**src/sv/assert_macros.svh**
```systemverilog
// Assertion helpers used by the top-level RTL. Define ASSERT_OFF to compile them away.
`ifndef ASSERT_MACROS_SVH
`define ASSERT_MACROS_SVH

`ifndef ASSERT_OFF

`define ASSERT_IMPLIES(lbl, clk_s, rstn_s, ante, cons, msg) \
    lbl: assert property (@(posedge clk_s) disable iff (!rstn_s) (ante) |-> (cons)) \
        else $error(msg);

`define ASSERT_NEVER(lbl, clk_s, rstn_s, cond, msg) \
    lbl: assert property (@(posedge clk_s) disable iff (!rstn_s) !(cond)) \
        else $error(msg);

`else

`define ASSERT_IMPLIES(lbl, clk_s, rstn_s, ante, cons, msg)

`define ASSERT_NEVER(lbl, clk_s, rstn_s, cond, msg)

`endif

`endif

```
**src/sv/lir_pkg.sv**
```systemverilog
`timescale 1ns / 1ps

package lir_pkg;

    localparam int SAMPLE_WIDTH_DEF = 16;
    localparam int COUNT_WIDTH_DEF  = 24;
    localparam int QUEUE_DEPTH_DEF  = 2;

    // Ratio and step registers are unsigned Q3.16.
    localparam int CFG_W     = 19;
    localparam int CFG_IDX_W = 1;
    localparam int FRAC_W    = 16;

    localparam logic [CFG_W-1:0] ONE_Q16  = CFG_W'(32'h10000);
    localparam logic [CFG_W-1:0] HALF_Q16 = CFG_W'(32'h08000);

    // Results produced by a single input beat are capped.
    localparam int MAX_RES = 10;
    localparam int RES_CNT_W = $clog2(MAX_RES + 1);

    localparam logic [CFG_IDX_W-1:0] REG_RATIO = CFG_IDX_W'(0);
    localparam logic [CFG_IDX_W-1:0] REG_STEP  = CFG_IDX_W'(1);

    typedef struct packed {
        logic [CFG_W-1:0] ratio_q16;
        logic [CFG_W-1:0] step_q16;   // effective step, forced to 1.0 at unit ratio
    } lir_cfg_t;

    typedef struct packed {
        logic empty;
        logic full;
    } lir_q_stat_t;

    // Queue entry: {total, k, last, b, a}, a in the lowest bits.
    function automatic int item_width(int sw, int cw);
        return 2 * sw + 1 + cw + cw + 2;
    endfunction

endpackage

```
**src/sv/linear_interp_resampler.sv**
```systemverilog
`timescale 1ns / 1ps

`include "assert_macros.svh"

// Linear interpolation resampler for one buffer of signed samples at a time.
// Each input beat is queued by the front end, which also works out the total
// output count for a buffer that would end on it; the back end then produces
// that input's results one per cycle, unless the output stalls, from a Q.16
// read position that advances by the step register. An input yields at most
// ten results, on average about ratio of them: about four for a ratio of 4.0.
// The two-entry queue lets the input side keep accepting while results wait.
// Write ratio (index 0) and step (index 1, normally 1/ratio) only while idle.
// A ratio of exactly 1.0 copies the stream unchanged. After the beat marked
// tlast, held copies of it and then zeros pad the buffer out to
// round(n * ratio) results, and the block is ready for the next buffer.
module linear_interp_resampler import lir_pkg::*;
#(
    parameter int SAMPLE_WIDTH = SAMPLE_WIDTH_DEF,
    parameter int COUNT_WIDTH  = COUNT_WIDTH_DEF,
    localparam int DATA_W      = ((SAMPLE_WIDTH + 7) / 8) * 8
)
(
    input  logic                 clk,
    input  logic                 rst_n,
    // Input stream.
    input  logic                 s_tvalid,
    output logic                 s_tready,
    input  logic [DATA_W-1:0]    s_tdata,   // sample, zero padded above
    input  logic                 s_tlast,   // last sample of the buffer
    // Output stream.
    output logic                 m_tvalid,
    input  logic                 m_tready,
    output logic [DATA_W-1:0]    m_tdata,   // out_sample, zero padded above
    output logic                 m_tlast,   // buffer_last
    output logic                 m_tuser,   // run_last
    // Configuration writes.
    input  logic                 cfg_valid,
    output logic                 cfg_ready,
    input  logic [CFG_IDX_W-1:0] cfg_index,
    input  logic [CFG_W-1:0]     cfg_data
);

    localparam int ITEM_W = item_width(SAMPLE_WIDTH, COUNT_WIDTH);

    lir_cfg_t                cfg;
    lir_q_stat_t             q_stat;
    logic                    q_push;
    logic                    q_pop;
    logic [ITEM_W-1:0]       q_in;
    logic [ITEM_W-1:0]       q_head;
    logic [SAMPLE_WIDTH-1:0] out_sample;

    lir_cfg u_cfg
    (
        .clk       (clk),
        .rst_n     (rst_n),
        .cfg_valid (cfg_valid),
        .cfg_ready (cfg_ready),
        .cfg_index (cfg_index),
        .cfg_data  (cfg_data),
        .cfg       (cfg)
    );

    lir_front #(
        .SAMPLE_WIDTH (SAMPLE_WIDTH),
        .COUNT_WIDTH  (COUNT_WIDTH)
    ) u_front
    (
        .clk       (clk),
        .rst_n     (rst_n),
        .cfg       (cfg),
        .in_valid  (s_tvalid),
        .in_ready  (s_tready),
        .in_sample (s_tdata[SAMPLE_WIDTH-1:0]),
        .in_last   (s_tlast),
        .q_stat    (q_stat),
        .q_push    (q_push),
        .q_data    (q_in)
    );

    lir_fifo #(
        .WIDTH (ITEM_W),
        .DEPTH (QUEUE_DEPTH_DEF)
    ) u_fifo
    (
        .clk       (clk),
        .rst_n     (rst_n),
        .push      (q_push),
        .push_data (q_in),
        .pop       (q_pop),
        .head_data (q_head),
        .stat      (q_stat)
    );

    lir_back #(
        .SAMPLE_WIDTH (SAMPLE_WIDTH),
        .COUNT_WIDTH  (COUNT_WIDTH)
    ) u_back
    (
        .clk           (clk),
        .rst_n         (rst_n),
        .cfg           (cfg),
        .q_stat        (q_stat),
        .q_data        (q_head),
        .q_pop         (q_pop),
        .m_valid       (m_tvalid),
        .m_ready       (m_tready),
        .m_sample      (out_sample),
        .m_run_last    (m_tuser),
        .m_buffer_last (m_tlast)
    );

    assign m_tdata = DATA_W'(out_sample);

    `ASSERT_IMPLIES(a_pop_has_item, clk, rst_n, q_pop, !q_stat.empty, "pop from empty queue")
    `ASSERT_NEVER(a_queue_flags, clk, rst_n, q_stat.empty && q_stat.full, "queue empty and full")
    `ASSERT_IMPLIES(a_buf_ends_run, clk, rst_n, m_tvalid && m_tlast, m_tuser, "buffer end without run end")

endmodule

```
**src/sv/lir_cfg.sv**
```systemverilog
`timescale 1ns / 1ps

module lir_cfg import lir_pkg::*;
(
    input  logic                 clk,
    input  logic                 rst_n,
    input  logic                 cfg_valid,
    output logic                 cfg_ready,
    input  logic [CFG_IDX_W-1:0] cfg_index,
    input  logic [CFG_W-1:0]     cfg_data,
    output lir_cfg_t             cfg
);

    logic [CFG_W-1:0] ratio_reg;
    logic [CFG_W-1:0] ratio_next;
    logic [CFG_W-1:0] step_reg;
    logic [CFG_W-1:0] step_next;

    assign cfg_ready = 1'b1;

    always_comb
    begin
        ratio_next = ratio_reg;
        step_next  = step_reg;
        if (cfg_valid)
        begin
            case (cfg_index)
                REG_RATIO: ratio_next = cfg_data;
                REG_STEP:  step_next  = cfg_data;
                default:
                begin
                    ratio_next = ratio_reg;
                    step_next  = step_reg;
                end
            endcase
        end
    end

    always_ff @(posedge clk or negedge rst_n)
    begin
        if (!rst_n)
        begin
            ratio_reg <= ONE_Q16;
            step_reg  <= ONE_Q16;
        end
        else
        begin
            ratio_reg <= ratio_next;
            step_reg  <= step_next;
        end
    end

    // A unit ratio always steps by exactly one input so the stream is copied.
    assign cfg.ratio_q16 = ratio_reg;
    assign cfg.step_q16  = (ratio_reg == ONE_Q16) ? ONE_Q16 : step_reg;

endmodule

```
**src/sv/lir_fifo.sv**
```systemverilog
`timescale 1ns / 1ps

module lir_fifo import lir_pkg::*;
#(
    parameter int WIDTH = 8,
    parameter int DEPTH = QUEUE_DEPTH_DEF
)
(
    input  logic             clk,
    input  logic             rst_n,
    input  logic             push,
    input  logic [WIDTH-1:0] push_data,
    input  logic             pop,
    output logic [WIDTH-1:0] head_data,
    output lir_q_stat_t      stat
);

    localparam int PTR_W = (DEPTH > 1) ? $clog2(DEPTH) : 1;
    localparam int CNT_W = $clog2(DEPTH + 1);
    localparam logic [PTR_W-1:0] LAST_PTR = PTR_W'(DEPTH - 1);
    localparam logic [CNT_W-1:0] FULL_CNT = CNT_W'(DEPTH);

    logic [WIDTH-1:0] mem_reg [DEPTH];
    logic [PTR_W-1:0] wr_ptr_reg;
    logic [PTR_W-1:0] wr_ptr_next;
    logic [PTR_W-1:0] rd_ptr_reg;
    logic [PTR_W-1:0] rd_ptr_next;
    logic [CNT_W-1:0] count_reg;
    logic [CNT_W-1:0] count_next;
    logic             do_push;
    logic             do_pop;

    assign stat.empty = (count_reg == '0);
    assign stat.full  = (count_reg == FULL_CNT);
    assign do_push    = push && !stat.full;
    assign do_pop     = pop && !stat.empty;
    assign head_data  = mem_reg[rd_ptr_reg];

    always_comb
    begin
        wr_ptr_next = wr_ptr_reg;
        rd_ptr_next = rd_ptr_reg;
        count_next  = count_reg;
        if (do_push)
        begin
            wr_ptr_next = (wr_ptr_reg == LAST_PTR) ? '0 : wr_ptr_reg + 1'b1;
        end
        if (do_pop)
        begin
            rd_ptr_next = (rd_ptr_reg == LAST_PTR) ? '0 : rd_ptr_reg + 1'b1;
        end
        if (do_push && !do_pop)
        begin
            count_next = count_reg + 1'b1;
        end
        else if (do_pop && !do_push)
        begin
            count_next = count_reg - 1'b1;
        end
    end

    always_ff @(posedge clk or negedge rst_n)
    begin
        if (!rst_n)
        begin
            wr_ptr_reg <= '0;
            rd_ptr_reg <= '0;
            count_reg  <= '0;
        end
        else
        begin
            wr_ptr_reg <= wr_ptr_next;
            rd_ptr_reg <= rd_ptr_next;
            count_reg  <= count_next;
        end
    end

    always_ff @(posedge clk)
    begin
        if (do_push)
        begin
            mem_reg[wr_ptr_reg] <= push_data;
        end
    end

endmodule

```
**src/sv/lir_front.sv**
```systemverilog
`timescale 1ns / 1ps

module lir_front import lir_pkg::*;
#(
    parameter int SAMPLE_WIDTH = SAMPLE_WIDTH_DEF,
    parameter int COUNT_WIDTH  = COUNT_WIDTH_DEF
)
(
    input  logic                    clk,
    input  logic                    rst_n,
    input  lir_cfg_t                cfg,
    input  logic                    in_valid,
    output logic                    in_ready,
    input  logic [SAMPLE_WIDTH-1:0] in_sample,
    input  logic                    in_last,
    input  lir_q_stat_t             q_stat,
    output logic                    q_push,
    output logic [item_width(SAMPLE_WIDTH, COUNT_WIDTH)-1:0] q_data
);

    localparam int SW     = SAMPLE_WIDTH;
    localparam int CW     = COUNT_WIDTH;
    localparam int OC_W   = CW + 2;
    localparam int PROD_W = CW + 1 + CFG_W;

    logic [SW-1:0]     prev_reg;
    logic [SW-1:0]     prev_next;
    logic [CW-1:0]     ic_reg;
    logic [CW-1:0]     ic_next;
    logic              accept;
    logic [CW:0]       kp1;
    logic [PROD_W-1:0] prod;
    logic [PROD_W:0]   rounded;
    logic [OC_W-1:0]   total;

    assign in_ready = !q_stat.full;
    assign accept   = in_valid && in_ready;
    assign q_push   = accept;

    // Output count for a buffer ending here: round((k + 1) * ratio), saturated.
    assign kp1     = {1'b0, ic_reg} + 1'b1;
    assign prod    = PROD_W'(kp1) * PROD_W'(cfg.ratio_q16);
    assign rounded = {1'b0, prod} + (PROD_W + 1)'(HALF_Q16);
    assign total   = (|rounded[PROD_W:FRAC_W + OC_W]) ? '1 : rounded[FRAC_W + OC_W - 1:FRAC_W];

    assign q_data = {total, ic_reg, in_last, in_sample, prev_reg};

    always_comb
    begin
        prev_next = prev_reg;
        ic_next   = ic_reg;
        if (accept)
        begin
            if (in_last)
            begin
                prev_next = '0;
                ic_next   = '0;
            end
            else
            begin
                prev_next = in_sample;
                ic_next   = ic_reg + 1'b1;
            end
        end
    end

    always_ff @(posedge clk or negedge rst_n)
    begin
        if (!rst_n)
        begin
            prev_reg <= '0;
            ic_reg   <= '0;
        end
        else
        begin
            prev_reg <= prev_next;
            ic_reg   <= ic_next;
        end
    end

endmodule

```
**src/sv/lir_back.sv**
```systemverilog
`timescale 1ns / 1ps

module lir_back import lir_pkg::*;
#(
    parameter int SAMPLE_WIDTH = SAMPLE_WIDTH_DEF,
    parameter int COUNT_WIDTH  = COUNT_WIDTH_DEF
)
(
    input  logic                    clk,
    input  logic                    rst_n,
    input  lir_cfg_t                cfg,
    input  lir_q_stat_t             q_stat,
    input  logic [item_width(SAMPLE_WIDTH, COUNT_WIDTH)-1:0] q_data,
    output logic                    q_pop,
    output logic                    m_valid,
    input  logic                    m_ready,
    output logic [SAMPLE_WIDTH-1:0] m_sample,
    output logic                    m_run_last,
    output logic                    m_buffer_last
);

    localparam int SW     = SAMPLE_WIDTH;
    localparam int CW     = COUNT_WIDTH;
    localparam int OC_W   = CW + 2;
    localparam int RP_W   = CW + 18;
    localparam int ITEM_W = item_width(SW, CW);
    localparam int ACC_W  = SW + 19;
    localparam logic [RES_CNT_W-1:0] RES_CAP = RES_CNT_W'(MAX_RES);

    // Head entry fields.
    logic [SW-1:0]   a;
    logic [SW-1:0]   b;
    logic            last;
    logic [CW-1:0]   k;
    logic [OC_W-1:0] total;

    logic [RP_W-1:0]      rp_reg;
    logic [RP_W-1:0]      rp_next;
    logic [OC_W-1:0]      oc_reg;
    logic [OC_W-1:0]      oc_next;
    logic [RES_CNT_W-1:0] cnt_reg;
    logic [RES_CNT_W-1:0] cnt_next;
    logic                 hold_reg;
    logic                 hold_next;
    logic                 valid_reg;
    logic                 valid_next;
    logic [SW-1:0]        sample_reg;
    logic [SW-1:0]        sample_next;
    logic                 run_last_reg;
    logic                 run_last_next;
    logic                 buf_last_reg;
    logic                 buf_last_next;

    logic [OC_W-1:0]      rp_int;
    logic [OC_W-1:0]      n_rp_int;
    logic [OC_W-1:0]      k_ext;
    logic [OC_W-1:0]      kp1_ext;
    logic [OC_W-1:0]      km1_ext;
    logic [RP_W-1:0]      nrp;
    logic [OC_W-1:0]      noc;
    logic [RES_CNT_W-1:0] ncnt;
    logic                 cnt_ok;
    logic                 lim_ok;
    logic                 tot_ok;
    logic                 do_interp;
    logic                 do_hold;
    logic                 emit;
    logic                 more;
    logic                 go;
    logic                 finish;

    logic [FRAC_W-1:0]       frac;
    logic signed [SW:0]      diff;
    logic signed [SW+17:0]   prod;
    logic [ACC_W-1:0]        acc;
    logic [SW-1:0]           lerp_val;
    logic [SW-1:0]           held_val;

    assign a     = q_data[SW-1:0];
    assign b     = q_data[2*SW-1:SW];
    assign last  = q_data[2*SW];
    assign k     = q_data[2*SW+CW:2*SW+1];
    assign total = q_data[ITEM_W-1:2*SW+CW+1];

    // Positions are compared by their integer part against the input index.
    assign rp_int  = rp_reg[RP_W-1:FRAC_W];
    assign k_ext   = OC_W'(k);
    assign kp1_ext = k_ext + 1'b1;
    assign km1_ext = k_ext - 1'b1;

    assign cnt_ok = (cnt_reg < RES_CAP);
    assign lim_ok = (rp_int < k_ext);
    assign tot_ok = (oc_reg < total);

    // Once the held/zero tail has started, interpolation does not resume.
    assign do_interp = !hold_reg && cnt_ok && lim_ok && (!last || tot_ok);
    assign do_hold   = !do_interp && last && cnt_ok && tot_ok;
    assign emit      = do_interp || do_hold;

    assign nrp      = rp_reg + RP_W'(cfg.step_q16);
    assign noc      = oc_reg + 1'b1;
    assign ncnt     = cnt_reg + 1'b1;
    assign n_rp_int = nrp[RP_W-1:FRAC_W];

    // Look one result ahead so the current one can carry the end-of-run flag.
    assign more = (ncnt < RES_CAP) &&
                  ((do_interp && (n_rp_int < k_ext) && (!last || (noc < total))) ||
                   (last && (noc < total)));

    assign go     = !q_stat.empty && (!valid_reg || m_ready);
    assign finish = go && (!emit || !more);
    assign q_pop  = finish;

    // A position left behind by the result cap interpolates with zero fraction.
    assign frac     = (rp_int >= km1_ext) ? rp_reg[FRAC_W-1:0] : '0;
    assign diff     = $signed({b[SW-1], b}) - $signed({a[SW-1], a});
    assign prod     = $signed({1'b0, frac}) * diff;
    assign acc      = ACC_W'(prod) + {{3{a[SW-1]}}, a, {FRAC_W{1'b0}}} + ACC_W'(HALF_Q16);
    assign lerp_val = acc[SW+FRAC_W-1:FRAC_W];
    assign held_val = (rp_int < kp1_ext) ? b : '0;

    always_comb
    begin
        valid_next    = valid_reg;
        sample_next   = sample_reg;
        run_last_next = run_last_reg;
        buf_last_next = buf_last_reg;
        if (valid_reg && m_ready)
        begin
            valid_next = 1'b0;
        end
        if (go && emit)
        begin
            valid_next    = 1'b1;
            sample_next   = do_interp ? lerp_val : held_val;
            run_last_next = !more;
            buf_last_next = !more && last;
        end
    end

    always_comb
    begin
        rp_next   = rp_reg;
        oc_next   = oc_reg;
        cnt_next  = cnt_reg;
        hold_next = hold_reg;
        if (go && emit)
        begin
            rp_next   = nrp;
            oc_next   = noc;
            cnt_next  = ncnt;
            hold_next = do_hold;
        end
        if (finish)
        begin
            cnt_next  = '0;
            hold_next = 1'b0;
            if (last)
            begin
                rp_next = '0;
                oc_next = '0;
            end
        end
    end

    always_ff @(posedge clk or negedge rst_n)
    begin
        if (!rst_n)
        begin
            rp_reg       <= '0;
            oc_reg       <= '0;
            cnt_reg      <= '0;
            hold_reg     <= 1'b0;
            valid_reg    <= 1'b0;
            run_last_reg <= 1'b0;
            buf_last_reg <= 1'b0;
        end
        else
        begin
            rp_reg       <= rp_next;
            oc_reg       <= oc_next;
            cnt_reg      <= cnt_next;
            hold_reg     <= hold_next;
            valid_reg    <= valid_next;
            run_last_reg <= run_last_next;
            buf_last_reg <= buf_last_next;
        end
    end

    always_ff @(posedge clk)
    begin
        sample_reg <= sample_next;
    end

    assign m_valid       = valid_reg;
    assign m_sample      = sample_reg;
    assign m_run_last    = run_last_reg;
    assign m_buffer_last = buf_last_reg;

endmodule

```
**config.mk**
```make
export PLATFORM = sky130hd
export DESIGN_NAME = linear_interp_resampler
export DESIGN_NICKNAME = d
export VERILOG_FILES = /design/src/sv/lir_pkg.sv /design/src/sv/linear_interp_resampler.sv /design/src/sv/lir_cfg.sv /design/src/sv/lir_fifo.sv /design/src/sv/lir_front.sv /design/src/sv/lir_back.sv
export VERILOG_INCLUDE_DIRS = /design/src /design/src/sv
export SDC_FILE = /design/constraint.sdc
export NUM_CORES = 2
export LEC_CHECK = 0
export ABC_AREA = 1
export BUFFER_PORTS_ARGS = -buffer_cell sky130_fd_sc_hd__buf_2
export CELL_PAD_IN_SITES_DETAIL_PLACEMENT = 1
export CELL_PAD_IN_SITES_GLOBAL_PLACEMENT = 1
export CORE_UTILIZATION = 25
export CTS_CLUSTER_SIZE = 8
export DETAILED_ROUTE_END_ITERATION = 10
export PLACE_DENSITY_LB_ADDON = 0.1
export SETUP_SLACK_MARGIN = 0.3
export SLEW_MARGIN = 20
export SYNTH_ARGS = -nofsm -noshare
export SYNTH_HDL_FRONTEND = slang
export SYNTH_SLANG_ARGS = --single-unit
```
**constraint.sdc**
```tcl
create_clock -name clk -period 8.8 [get_ports clk]
set_input_delay 1.32 -clock clk [delete_from_list [all_inputs] [get_ports clk]]
set_output_delay 1.32 -clock clk [all_outputs]
set_load 0.02 [all_outputs]
```
==> impl_metrics.yaml <==
floorplanning:
  die_h_um: 441
  ios: 63
  core_area_mm2: 0.191
  floorplan.initialDensity_pct: 25.3
  rows: 160
  dieArea_mm2: 0.195
  die_w_um: 441
logic_synthesis:
  synth_seq_cells: 340
  synth-simple-area-share_pct: 20.9
  syn_area_per_cell_um2: 7.92
  synth.distinct_cells: 61
  synth-edff-count: 182
  synth_compound_area_share_pct: 6.05
  synthMuxAreaShare_pct: 0.748
  yosys_warnings: 0
  synth-seq-area-share_pct: 19.5
  synth-main-ff-cell: "edfxtp_1"
  syn_inst: 6086
  async_reset_ff_share_pct: 46.5
  synth_top_family_by_area: "adder cells"
  synth_fp_nets: 7219
  yosys.area_share.adder_pct: 37.9
  syn_area_mm2: 0.0482
  synthXorXnorAreaFrac_pct: 2.74
drt:
  ant_nets: 0
  first_iter_violations: 1775
  vias: 41100
  via_per_inst: 4.48
  routed_wl_mm: 188
  wl_per_cell_um: 20.5
  dr.pass1.iters: 5
  drc: 0
critical_path:
  crit_path_max_incr_delay_ps: 610
  cp_common_cell: "fa_1"
  cp-end-kind: "flip-flop"
  worstSetupStartpointType: "flip-flop"
  arrival_ps: 9300
  crit_required_ps: 9200
  slowest_stage: "fa_1"
  path_class: "flip-flop to flip-flop"
  crit_path_max_fanout: 6
place:
  dp_cells: 8992
  dpl_worst_slack_ps: -726
  dp_hpwl_mm: 155
  port_buffers: 61
  place_area_mm2: 0.0551
  gp_congestion: 0.874
sta:
  period_share_pct: 101
  worst_pin_slew_ps: 1080
  drv_slew: 0
  setup_violations: 5
  min_period_ps: 8900
  relSlewSlack_pct: 27.4
  grt_setup_unrepaired: "yes"
  setup_slack_ps: -98.1
  fmax_mhz: 112
  timing.setup.tns_ps: -356
  fin_skew_ps: 45.3
  finalHoldViolations: 0
final_layout:
  layout-drive-gt1-share_pct: 19.7
  final_cell_count_no_fill: 9178
  fin_area_mm2: 0.0604
  largest_reg_flops: 166
  fin_nets: 7756
  area_delta_synth_final_pct: 25.3
flow_run:
  cap_violations: 0
clock_tree:
  clk_pin_slew_ps: 60
  clock_latency_ps: 680
  holdBufCountCts: 0
  cts_max_path_buffers: 3
  cts.sinks: 340
  cts_buffers: 53
  h-tree-depth: 2
  cts_tree: "built"
  clockRootBuffer: "clkbuf_16"
min_path:
  hold_class: "flip-flop to flip-flop"
global_route:
  grt_use_total_pct: 19.7
  grt_pass1_vias: 46200
  grt_max_degree: 83
  antenna_found_initial: 1
  grt-ovfl-total: 0
  grt_pass1_wl_mm: 289
outcome:
  violations: "negative setup slack"
  status: "complete, but fails checks"
## worst paths after layout
kind | start | end | slack (ps) | cells after the start
setup / recovery | u_fifo.rd_ptr_reg | u_back.m_sample[5] | -100 | 43
min in group asynchronous | rst_n | u_cfg.ratio_reg[15] | 710 | 1
hold reg to reg | u_front.prev_reg[9] | u_fifo.mem_reg[0][9] | 470 | 0
max in group asynchronous | rst_n | u_back.oc_reg[25] | 6100 | 3
hold / removal | u_front.prev_reg[9] | u_fifo.mem_reg[0][9] | 470 | 0
setup reg to reg | u_fifo.rd_ptr_reg | u_back.m_sample[5] | -100 | 43
## cell type report
class / count / area, um2
fill: 22600 / 130000
multi-input combinational: 4227 / 35500
tap: 2511 / 3140
clock inverter: 7 / 95.1
timing repair buffer: 665 / 5520
antenna: 1 / 2.50
inverter: 1336 / 5100
sequential: 340 / 9430
clock buffer: 91 / 1580
## worst max-delay path: cells and delay by family, from the launching register on
kind / cells / cell delay (ps)
fa+ha+maj: 9 / 3990
simple gates: 21 / 2830
buf+inv: 9 / 810
flops: 1 / 500
compound gates: 4 / 460
## routing by layer
layer	global-route usage [%]	wire length [um]
met5	0	0
met4	4.04	4390
met3	1.34	3000
met2	35.2	93400
met1	26.0	87400
## layout by cell type, fill, tap and decap left out, types with 35 or more instances in the layout
cell type | netlist | routed
nor2_1 | 606 | 536
edfxtp_1 | 182 | 182
fa_2 | 0 | 49
xor2_1 | 113 | 110
nand2_4 | 1 | 58
mux2i_1 | 36 | 35
buf_6 | 2 | 37
dfrtp_1 | 156 | 154
ha_4 | 0 | 51
or2_2 | 38 | 36
xnor2_1 | 36 | 36
inv_2 | 9 | 66
nand2_1 | 1383 | 1274
inv_1 | 1312 | 1235
o21ai_0 | 175 | 147
buf_4 | 14 | 524
fa_1 | 617 | 568
nand4_1 | 52 | 52
clkbuf_16 | 0 | 60
ha_1 | 474 | 420
a21oi_2 | 0 | 46
buf_2 | 23 | 60
nand2_2 | 4 | 48
nor3_1 | 61 | 50
a21oi_1 | 186 | 131
nand3_1 | 212 | 204
nor2_2 | 3 | 46
## cells in the mapped netlist (all sizes together), types with 9 or more instances
| master | number | area share [%] |
|---|---|---|
| nand2 | 1388 | 11 |
| inv | 1321 | 10 |
| fa | 617 | 26 |
| nor2 | 611 | 4.8 |
| ha | 474 | 12 |
| nand3 | 215 | 2.3 |
| o21ai | 197 | 2.1 |
| a21oi | 186 | 1.9 |
| edfxtp | 182 | 11 |
| dfrtp | 156 | 8.1 |
| clkbuf | 140 | 1.1 |
| xor2 | 114 | 2.1 |
| nor3 | 71 | 0.88 |
| nand4 | 55 | 0.75 |
| or2 | 46 | 0.60 |
| buf | 44 | 0.54 |
| mux2i | 36 | 0.75 |
| xnor2 | 36 | 0.65 |
| nor4 | 25 | 0.37 |
| o22ai | 25 | 0.32 |
| nand3b | 21 | 0.33 |
| o21a | 21 | 0.34 |
| a31oi | 16 | 0.21 |
| clkinv | 15 | 0.12 |
| a21o | 11 | 0.17 |
| o21bai | 10 | 0.16 |
| a211oi | 9 | 0.14 |
| a21boi | 9 | 0.14 |
## logic make-up (layout without fill, tap and decap cells)
| kind of cell | after synthesis | after routing |
|---|---|---|
| simple gates | 2437 | 2438 |
| buf+inv | 1520 | 2099 |
| fa+ha+maj | 1091 | 1091 |
| compound gates | 511 | 511 |
| flops | 340 | 340 |
| xor+xnor | 150 | 150 |
| mux | 36 | 36 |
| other cells | 1 | 2 |
## metrics by stage
step | hold slack (ps) | util [%]
4_1_cts | 476 | 30.4
2_1_floorplan | 442 | -
6_report | 473 | 31.7
3_3_place_gp | 453 | 28.9
5_1_grt | 493 | 31.7
3_5_place_dp | 462 | 28.9
## what timing repair did
action	in CTS	in global routing
resized for setup	252	462
endpoints found under the setup margin	68	68
pin swaps	50	225
setup buffers	29	51
cloned	2	5
Power is not shown: default switching activity piles up to over one toggle a cycle in this logic, so the estimate is an artifact.
